[src/rtl/core/dtfa_pkg.sv]
// Shared types, codes and constant tables for the decimal text to fixed point adder.
// No dependencies; imported by dtfa_char_parser and decimal_text_to_fixed_adder.
`default_nettype none

package dtfa_pkg;

  // Fixed point scale: values are in units of 10^-FRAC_DIGITS (range 0..9)
  localparam int unsigned FRAC_DIGITS = 6;
  localparam logic [5:0] FRAC_LIM = 6'(FRAC_DIGITS);
  localparam logic [5:0] FRAC_COUNT_MAX = 6'd63;

  localparam logic signed [63:0] ADDEND_RESET = -64'sd123456000;

  // Error codes
  localparam logic [2:0] ERR_OK      = 3'd0;
  localparam logic [2:0] ERR_CHAR    = 3'd1;
  localparam logic [2:0] ERR_POINT2  = 3'd2;
  localparam logic [2:0] ERR_NODIGIT = 3'd3;
  localparam logic [2:0] ERR_OVF     = 3'd4;

  // Magnitude limits
  localparam logic [63:0] MAG_LIMIT   = 64'h8000_0000_0000_0000;
  localparam logic [63:0] MAG_MAX_POS = 64'h7FFF_FFFF_FFFF_FFFF;
  // Largest magnitude that still takes one more digit: (2^63 - d) / 10
  localparam logic [63:0] DIGIT_THRESH      = 64'd922337203685477580;
  localparam logic [63:0] DIGIT_THRESH_NINE = 64'd922337203685477579;

  // Character codes
  localparam logic [7:0] CHAR_ZERO  = 8'h30;
  localparam logic [7:0] CHAR_NINE  = 8'h39;
  localparam logic [7:0] CHAR_POINT = 8'h2E;
  localparam logic [7:0] CHAR_PLUS  = 8'h2B;
  localparam logic [7:0] CHAR_MINUS = 8'h2D;

  // Parser state after the final character, handed to the finish pipeline
  typedef struct packed {
    logic        negative;
    logic        point_pending;
    logic [5:0]  frac_count;
    logic [63:0] magnitude;
    logic [2:0]  err_code;
  } parse_snap_t;

  // 10^k for k = 0..9
  function automatic logic [29:0] pow10(input logic [3:0] k);
    logic [29:0] r;
    case (k)
      4'd0: r = 30'd1;
      4'd1: r = 30'd10;
      4'd2: r = 30'd100;
      4'd3: r = 30'd1000;
      4'd4: r = 30'd10000;
      4'd5: r = 30'd100000;
      4'd6: r = 30'd1000000;
      4'd7: r = 30'd10000000;
      4'd8: r = 30'd100000000;
      4'd9: r = 30'd1000000000;
      default: r = 30'd1;
    endcase
    return r;
  endfunction

  // Signed limit (2^63 if negative, else 2^63-1) divided by 10^k
  function automatic logic [63:0] limit_div(input logic neg, input logic [3:0] k);
    logic [63:0] r;
    case (k)
      4'd0: r = neg ? MAG_LIMIT : MAG_MAX_POS;
      4'd1: r = 64'd922337203685477580;
      4'd2: r = 64'd92233720368547758;
      4'd3: r = 64'd9223372036854775;
      4'd4: r = 64'd922337203685477;
      4'd5: r = 64'd92233720368547;
      4'd6: r = 64'd9223372036854;
      4'd7: r = 64'd922337203685;
      4'd8: r = 64'd92233720368;
      4'd9: r = 64'd9223372036;
      default: r = neg ? MAG_LIMIT : MAG_MAX_POS;
    endcase
    return r;
  endfunction

endpackage

`default_nettype wire

[src/rtl/core/dtfa_char_parser.sv]
// Per-character syntax check and magnitude build-up for one decimal number.
// Depends on dtfa_pkg; instantiated by decimal_text_to_fixed_adder.
`default_nettype none

module dtfa_char_parser (
  input  wire logic               clk,
  input  wire logic               rst,
  input  wire logic               take,
  input  wire logic [7:0]         char_code,
  input  wire logic               last_char,
  output dtfa_pkg::parse_snap_t   snap
);
  import dtfa_pkg::*;

  logic        at_first_char, at_first_char_next;
  logic        is_negative, is_negative_next;
  logic        seen_point, seen_point_next;
  logic        point_pending, point_pending_next;
  logic [5:0]  frac_count, frac_count_next;
  logic [63:0] magnitude, magnitude_next;
  logic [2:0]  error_seen, error_seen_next;

  logic        is_digit;
  logic [3:0]  digit;
  logic [63:0] times_ten;
  logic        digit_ovf;
  logic        syntax_hold;
  logic        keep;

  assign is_digit  = (char_code >= CHAR_ZERO) && (char_code <= CHAR_NINE);
  assign digit     = char_code[3:0];
  assign times_ten = {magnitude[60:0], 3'b000} + {magnitude[62:0], 1'b0} + 64'(digit);
  assign digit_ovf = magnitude > ((digit == 4'd9) ? DIGIT_THRESH_NINE : DIGIT_THRESH);
  // a syntax error freezes everything until the last character
  assign syntax_hold = (error_seen == ERR_CHAR) || (error_seen == ERR_POINT2) ||
                       (error_seen == ERR_NODIGIT);

  always_comb begin
    at_first_char_next = at_first_char;
    is_negative_next   = is_negative;
    seen_point_next    = seen_point;
    point_pending_next = point_pending;
    frac_count_next    = frac_count;
    magnitude_next     = magnitude;
    error_seen_next    = error_seen;
    keep               = 1'b1;
    if (take) begin
      at_first_char_next = 1'b0;
      if (!syntax_hold) begin
        point_pending_next = 1'b0;
        if (point_pending && !is_digit) begin
          error_seen_next = ERR_NODIGIT;
        end else if (is_digit) begin
          if (seen_point) begin
            keep = frac_count < FRAC_LIM;
            if (frac_count != FRAC_COUNT_MAX) begin
              frac_count_next = frac_count + 6'd1;
            end
          end
          if (keep && (error_seen != ERR_OVF)) begin
            if (digit_ovf) begin
              error_seen_next = ERR_OVF;
            end else begin
              magnitude_next = times_ten;
            end
          end
        end else if (char_code == CHAR_POINT) begin
          if (seen_point) begin
            error_seen_next = ERR_POINT2;
          end else begin
            seen_point_next    = 1'b1;
            point_pending_next = 1'b1;
          end
        end else if (((char_code == CHAR_PLUS) || (char_code == CHAR_MINUS)) && at_first_char) begin
          is_negative_next = (char_code == CHAR_MINUS);
        end else begin
          error_seen_next = ERR_CHAR;
        end
      end
    end
  end

  assign snap.negative      = is_negative_next;
  assign snap.point_pending = point_pending_next;
  assign snap.frac_count    = frac_count_next;
  assign snap.magnitude     = magnitude_next;
  assign snap.err_code      = error_seen_next;

  always_ff @(posedge clk) begin
    if (rst || (take && last_char)) begin
      at_first_char <= 1'b1;
      is_negative   <= 1'b0;
      seen_point    <= 1'b0;
      point_pending <= 1'b0;
      frac_count    <= 6'd0;
      magnitude     <= 64'd0;
      error_seen    <= ERR_OK;
    end else begin
      at_first_char <= at_first_char_next;
      is_negative   <= is_negative_next;
      seen_point    <= seen_point_next;
      point_pending <= point_pending_next;
      frac_count    <= frac_count_next;
      magnitude     <= magnitude_next;
      error_seen    <= error_seen_next;
    end
  end

`ifndef SYNTHESIS
  a_clear_after_last: assert property (@(posedge clk) disable iff (rst)
    take && last_char |=> at_first_char && (error_seen == ERR_OK) && (magnitude == 64'd0))
    else $error("parser state not cleared after last character");

  a_no_point_no_frac: assert property (@(posedge clk) disable iff (rst)
    !seen_point |-> (frac_count == 6'd0) && !point_pending)
    else $error("fraction state without a point");

  a_syntax_sticky: assert property (@(posedge clk) disable iff (rst)
    take && !last_char && syntax_hold |=> error_seen == $past(error_seen))
    else $error("syntax error code changed before last character");
`endif

endmodule

`default_nettype wire

[src/rtl/core/decimal_text_to_fixed_adder.sv]
// Throughput: one character per cycle while back-pressure leaves s_tready high; a new number
// may start right after a last character. Rate set by the per-character parser (multiply by ten
// and add) plus a 4-register finish pipeline: parser snapshot, scale-multiply partials,
// product merge, addend add/saturate.
// Reset: parser back to the start of a number, finish pipeline emptied, addend = -123.456.
// Depends on dtfa_pkg and dtfa_char_parser.
`default_nettype none

module decimal_text_to_fixed_adder (
  input  wire logic        clk,
  input  wire logic        rst,
  // character stream
  input  wire logic        s_tvalid,
  output logic             s_tready,
  input  wire logic [7:0]  s_tdata,   // [7:0] char_code
  input  wire logic        s_tlast,   // last_char
  // result stream
  output logic             m_tvalid,
  input  wire logic        m_tready,
  output logic [71:0]      m_tdata,   // [63:0] sum_value, [69:64] fraction_digits, rest zero
  output logic [3:0]       m_tuser,   // [0] well_formed, [3:1] error_code
  // register port
  input  wire logic        psel,
  input  wire logic        penable,
  input  wire logic        pwrite,
  input  wire logic [3:0]  paddr,
  input  wire logic [63:0] pwdata,
  output logic [63:0]      prdata,
  output logic             pready
);
  import dtfa_pkg::*;

  localparam logic REG_ADDEND = 1'b0;   // register index, paddr[3]

  // ---------------- register port ----------------
  logic        cfg_write;
  logic [63:0] addend;

  assign pready    = 1'b1;
  assign cfg_write = psel && penable && pwrite && pready;
  assign prdata    = (paddr[3] == REG_ADDEND) ? addend : 64'd0;

  always_ff @(posedge clk) begin
    if (rst) begin
      addend <= ADDEND_RESET;
    end else if (cfg_write && (paddr[3] == REG_ADDEND)) begin
      addend <= pwdata;
    end
  end

  // ---------------- pipeline flow control ----------------
  // Each stage loads when empty or when the next one moves, so bubbles collapse behind a
  // waiting result, which stalls a stage only when every stage between them is full.
  logic v1, v2, v3, v4;
  logic rdy1, rdy2, rdy3, rdy4;
  logic take;

  assign rdy4     = !v4 || m_tready;
  assign rdy3     = !v3 || rdy4;
  assign rdy2     = !v2 || rdy3;
  assign rdy1     = !v1 || rdy2;
  assign s_tready = rdy1;
  assign take     = s_tvalid && s_tready;

  always_ff @(posedge clk) begin
    if (rst) begin
      v1 <= 1'b0;
      v2 <= 1'b0;
      v3 <= 1'b0;
      v4 <= 1'b0;
    end else begin
      if (rdy1) v1 <= take && s_tlast;
      if (rdy2) v2 <= v1;
      if (rdy3) v3 <= v2;
      if (rdy4) v4 <= v3;
    end
  end

  // ---------------- character parser ----------------
  parse_snap_t snap;

  dtfa_char_parser u_parser (
    .clk       (clk),
    .rst       (rst),
    .take      (take),
    .char_code (s_tdata),
    .last_char (s_tlast),
    .snap      (snap)
  );

  // ---------------- stage 1: final checks, scale partial products ----------------
  parse_snap_t s1;
  logic [2:0]  err1_syn;
  logic [5:0]  fc_min1;
  logic [3:0]  shift1;
  logic [29:0] scale1;
  logic        scale_ovf1;
  logic [2:0]  err1;
  logic [61:0] lo1;
  logic [61:0] hi1;

  always_ff @(posedge clk) begin
    if (rdy1) s1 <= snap;
  end

  // point as the last character: flagged unless a syntax error already stands
  assign err1_syn = (s1.point_pending &&
                     ((s1.err_code == ERR_OK) || (s1.err_code == ERR_OVF))) ?
                    ERR_NODIGIT : s1.err_code;
  assign fc_min1    = (s1.frac_count < FRAC_LIM) ? s1.frac_count : FRAC_LIM;
  assign shift1     = 4'(FRAC_LIM - fc_min1);
  assign scale1     = pow10(shift1);
  assign scale_ovf1 = s1.magnitude > limit_div(s1.negative, shift1);
  assign err1       = ((err1_syn == ERR_OK) && scale_ovf1) ? ERR_OVF : err1_syn;
  // 64x30 product split in two 32x30 halves; only the low 32 bits of the
  // upper half matter once the range check has passed
  assign lo1 = s1.magnitude[31:0] * scale1;
  assign hi1 = s1.magnitude[63:32] * scale1;

  // ---------------- stage 2: merge product, select magnitude ----------------
  logic [2:0]  err2;
  logic        neg2;
  logic [5:0]  fc2;
  logic [61:0] lo2;
  logic [31:0] hi2;
  logic [63:0] prod2;
  logic [63:0] mag_sel2;
  logic [5:0]  fd_sel2;

  always_ff @(posedge clk) begin
    if (rdy2) begin
      err2 <= err1;
      neg2 <= s1.negative;
      fc2  <= s1.frac_count;
      lo2  <= lo1;
      hi2  <= hi1[31:0];
    end
  end

  assign prod2 = {hi2, 32'd0} + {2'b00, lo2};

  always_comb begin
    case (err2)
      ERR_OK: begin
        mag_sel2 = prod2;
        fd_sel2  = fc2;
      end
      ERR_OVF: begin
        mag_sel2 = neg2 ? MAG_LIMIT : MAG_MAX_POS;
        fd_sel2  = fc2;
      end
      default: begin
        mag_sel2 = 64'd0;
        fd_sel2  = 6'd0;
      end
    endcase
  end

  // ---------------- stage 3: add addend with saturation ----------------
  logic [2:0]  err3;
  logic        neg3;
  logic [5:0]  fd3;
  logic [63:0] mag3;
  logic [64:0] sum65;
  logic [63:0] sum3;

  always_ff @(posedge clk) begin
    if (rdy3) begin
      err3 <= err2;
      neg3 <= neg2;
      fd3  <= fd_sel2;
      mag3 <= mag_sel2;
    end
  end

  // 65-bit exact sum: addend in [-2^63, 2^63), magnitude at most 2^63
  assign sum65 = neg3 ? ({addend[63], addend} - {1'b0, mag3})
                      : ({addend[63], addend} + {1'b0, mag3});

  always_comb begin
    if ((err3 != ERR_OK) && (err3 != ERR_OVF)) begin
      sum3 = 64'd0;
    end else if (sum65[64] != sum65[63]) begin
      sum3 = sum65[64] ? MAG_LIMIT : MAG_MAX_POS;
    end else begin
      sum3 = sum65[63:0];
    end
  end

  // ---------------- stage 4: result register ----------------
  logic        valid_o;
  logic [2:0]  err_o;
  logic [63:0] sum_o;
  logic [5:0]  fd_o;

  always_ff @(posedge clk) begin
    if (rdy4) begin
      valid_o <= (err3 == ERR_OK);
      err_o   <= err3;
      sum_o   <= sum3;
      fd_o    <= fd3;
    end
  end

  assign m_tvalid = v4;
  assign m_tdata  = {2'b00, fd_o, sum_o};
  assign m_tuser  = {err_o, valid_o};

`ifndef SYNTHESIS
  a_pos_mag_range: assert property (@(posedge clk) disable iff (rst)
    v3 && (err3 == ERR_OK) && !neg3 |-> !mag3[63])
    else $error("positive magnitude beyond signed range");

  a_syntax_zero: assert property (@(posedge clk) disable iff (rst)
    m_tvalid && ((m_tuser[3:1] == ERR_CHAR) || (m_tuser[3:1] == ERR_POINT2) ||
                 (m_tuser[3:1] == ERR_NODIGIT)) |-> (m_tdata == 72'd0))
    else $error("syntax error result carries a value");

  a_stage1_hold: assert property (@(posedge clk) disable iff (rst)
    v1 && !rdy1 |=> v1 && $stable(s1))
    else $error("stalled stage 1 lost its request");
`endif

endmodule

`default_nettype wire

[config.mk]
export PLATFORM = sky130hd
export DESIGN_NAME = decimal_text_to_fixed_adder
export DESIGN_NICKNAME = d
export VERILOG_FILES = /design/src/rtl/core/dtfa_pkg.sv /design/src/rtl/core/dtfa_char_parser.sv /design/src/rtl/core/decimal_text_to_fixed_adder.sv
export SDC_FILE = /design/constraint.sdc
export NUM_CORES = 2
export LEC_CHECK = 0
export ABC_AREA = 0
export BUFFER_PORTS_ARGS = -buffer_cell sky130_fd_sc_hd__buf_2
export CORE_UTILIZATION = 50
export DETAILED_ROUTE_END_ITERATION = 10
export GPL_TIMING_DRIVEN = 1
export PLACE_DENSITY = 0.69
export SLEW_MARGIN = 20
export SYNTH_ARGS = -nofsm -noshare
export SYNTH_HDL_FRONTEND = slang
export SYNTH_SLANG_ARGS = --single-unit
[constraint.sdc]
create_clock -name clk -period 9.55 [get_ports clk]
set_input_delay 0.955 -clock clk [delete_from_list [all_inputs] [get_ports clk]]
set_output_delay 0.955 -clock clk [all_outputs]
set_load 0.01 [all_outputs]
==> run metrics <==
mux contribution to synthesized area 0.894%; Die W 386 um; Seq cells post-synth 472; TritonCTS clock tree built; leakage 42.8 nW; total grt overflow 0; final hold vios 0; Core Footprint 146000 sq um; Final nets 10.2k; Crit-path slowest cell fa_1; setup_tns 0 ps; Worst Path Buf+Inv 7; RR Endpoint lo2[55]; GRT Max-Usage Layer met2; Area contributors post-synth fa_1 33%, edfxtp_1 13%, ha_1 11%; Synth Area per Inst 9.41 sq um; Critical Path End Type register; WHS Endpoint fd_o[5]; TritonCTS buffer count 52; Fmax 0.108 GHz; # fillers 12.9k; synth unique cells 82; clock latency on the worst-skew pair 670 ps; post-route ant nets 0; WL/cell 18.5 um; grt met3 use 3.72%; Layout area overhead 9.52%; min cycle time layout 9220 ps; Adder-Cell Fraction of Synth Area 44.5%; Initial Utilization 50.5%; Total Wirelength 189000 um; Worst EP required 9970 ps; mapped cell area 73800 sq um; Setup CP Type register to register; number of synthesized flops with an enable pin 327; WP depth 34; RSZ-0062 raised after global routing yes; GR met1 Demand/Resource 32.4%; Final Max Tran Viols 0; Port Buffers 220; slowest stage delay, CP 520 ps; hold depth 0; cts hold-fix bufs 0; met2 usage in global routing 45.1%; gr usage total 25.8%; die footprint 149000 sq um; CP top delay family adder cells; Worst Path Arrival 9630 ps; pin count of the biggest net entering global routing 77; Async SR Flop Fraction 0%; worst-margin pin slew 1120 ps; normalized max-slew margin 25.4%; Setup crit start kind register; Synth area leader fa_1; clock slew at reported path FFs 70 ps; routed via count 55.4k; reg-to-reg slack, setup 330 ps; layout cell share with drive strength beyond 1 7.44%; Rows 140; Max Cap Viol 0; Tcrit/Tclk final 96.5%; 1st-pass router iterations 8; ys flop type edfxtp_1; clk sink count 472; Synth top area share 33.0%; Ys Warns 0; DIE HEIGHT 386 um; drc violations 0; synthesized instance count 7839; worst vdd ir 0.000270 V; Root Driver clkbuf_16; first-pass GRT wire length 304000 um; cell area after layout 80800 sq um; Layout Skew 81.1 ps; Vias/cell 5.42; worst r2r path cells 34; Reg-to-Reg Start s1[71]; xor-xnor portion of the synthesized cell area 3.99%; H-tree depth 2; sequential area share after synthesis 17.2%; # setup viols final 0; DRT iter0 DRCs 3667; Most common cell on crit path fa_1; Power Density 197 nW/um^2; I/O pin total 227; initial antenna violation count 12; commonest cells in the netlist 1481 x inv_1, 1218 x fa_1, 794 x nand2_1; compound-gate portion of the synthesized area 8.63%; outcome finished clean; vias in the first global route 57.9k; simple-gate area share of the yosys netlist 15.3%; placed instance area 78700 sq um; DP HPWL 156000 um; HP Start fd3[5]; HP Class register to register; main combinational cell family by area after synthesis adder cells; most common cell in the netlist inv_1; Final GP Congestion 0.932; CP Max Fanout 7; CTS Buffer Depth 3
power breakdown:
group	switching (W)	total, W	leakage (nW)	internal [W]
Combinational	0.00619	0.0108	36.9	0.00456
Clock	0.000886	0.00209	0.880	0.00120
Sequential	0.000159	0.00308	5.00	0.00293
cell families after synthesis:
kind of cell,count (synthesis)
AOI/OAI and AO/OA,1014
xor gates and xnor gates,336
adders and majority gates,1895
buffers and inverters,1849
DFF,472
muxes,59
other,2
and+or+nand+nor,2212
stage by stage:
stage	setup WS (ps)	instances	util (%)	power (W)	hold WS [ps]
after CTS	65.8	10212	55.1	0.0159	412
after global routing	-17.0	10221	55.3	0.0174	415
after floorplan	115	8167	-	0.0105	400
final	331	10223	55.3	0.0159	420
after detailed placement	-42.8	10112	53.9	0.0137	410
after global placement	84.4	10112	53.9	0.0135	405
cells in the final DEF, fill, tap and decap left out, types with 25 or more instances in the layout:
cell type / synthesis / final
a211oi_1: 27 / 25
a21o_1: 155 / 155
a21oi_1: 319 / 317
a31oi_1: 36 / 36
and2_1: 337 / 335
and3_1: 375 / 374
buf_2: 7 / 220
buf_4: 5 / 164
clkbuf_16: 0 / 57
conb_1: 2 / 330
dfxtp_1: 145 / 145
edfxtp_1: 327 / 327
fa_1: 1218 / 1218
ha_1: 677 / 671
inv_1: 1481 / 1478
mux2_2: 55 / 55
nand2_1: 794 / 788
nand2b_1: 38 / 38
nand3_1: 60 / 60
nand3b_1: 47 / 47
nand4_1: 51 / 51
nor2_1: 224 / 218
nor2b_1: 95 / 95
nor3_1: 87 / 85
nor4_1: 33 / 33
o21a_1: 31 / 31
o21ai_0: 232 / 227
o21bai_1: 46 / 45
xnor2_1: 249 / 248
xor2_1: 87 / 86
per-layer routing:
metal	share of wire, %	vias up	routed length [um]
met5	0.012	-	22
met4	4.0	4	7630
li1	-	25574	-
met1	41	27536	76800
met2	49	1850	92100
met3	6.7	394	12700
flip-flops by register name, indices dropped and copies added, names as in the netlist, 3 cells and up:
name                 count
s1                      75
addend                  64
mag3                    64
sum_o                   64
u_parser.magnitude      64
lo2                     62
hi2                     32
fc2                      6
fd3                      6
fd_o                     6
u_parser.frac_count      6
err2                     3
err3                     3
err_o                    3
u_parser.error_seen      3
layout make-up:
class	count	area [sq um]	share of cell area, %
antenna	2	5.00	0.00619
clock buffer	73	1510	1.86
clock inverter	25	295	0.365
inverter	1481	5570	6.89
multi-input combinational	5846	55600	68.8
sequential	472	12700	15.7
tap	1917	2400	2.97
timing repair buffer	407	2730	3.38
worst max-delay path by stage:
stage	startpoint	end	slack (ps)
3_5_place_dp	s1[70]	hi2[31]	-40
6_report	s1[71]	lo2[55]	330
4_1_cts	s1[70]	hi2[31]	70
2_1_floorplan	s1[70]	lo2[55]	110
3_3_place_gp	s1[70]	lo2[52]	80
5_1_grt	s1[71]	hi2[31]	-20
what timing repair did:
item | CTS | global route
endpoints found under the setup margin | 2 | 25
setup buffers | 2 | 6
cloned | 0 | 3
resized for setup | 5 | 41
pin swaps | 1 | 7
No activity file was read; power rests on OpenSTA's default activity.
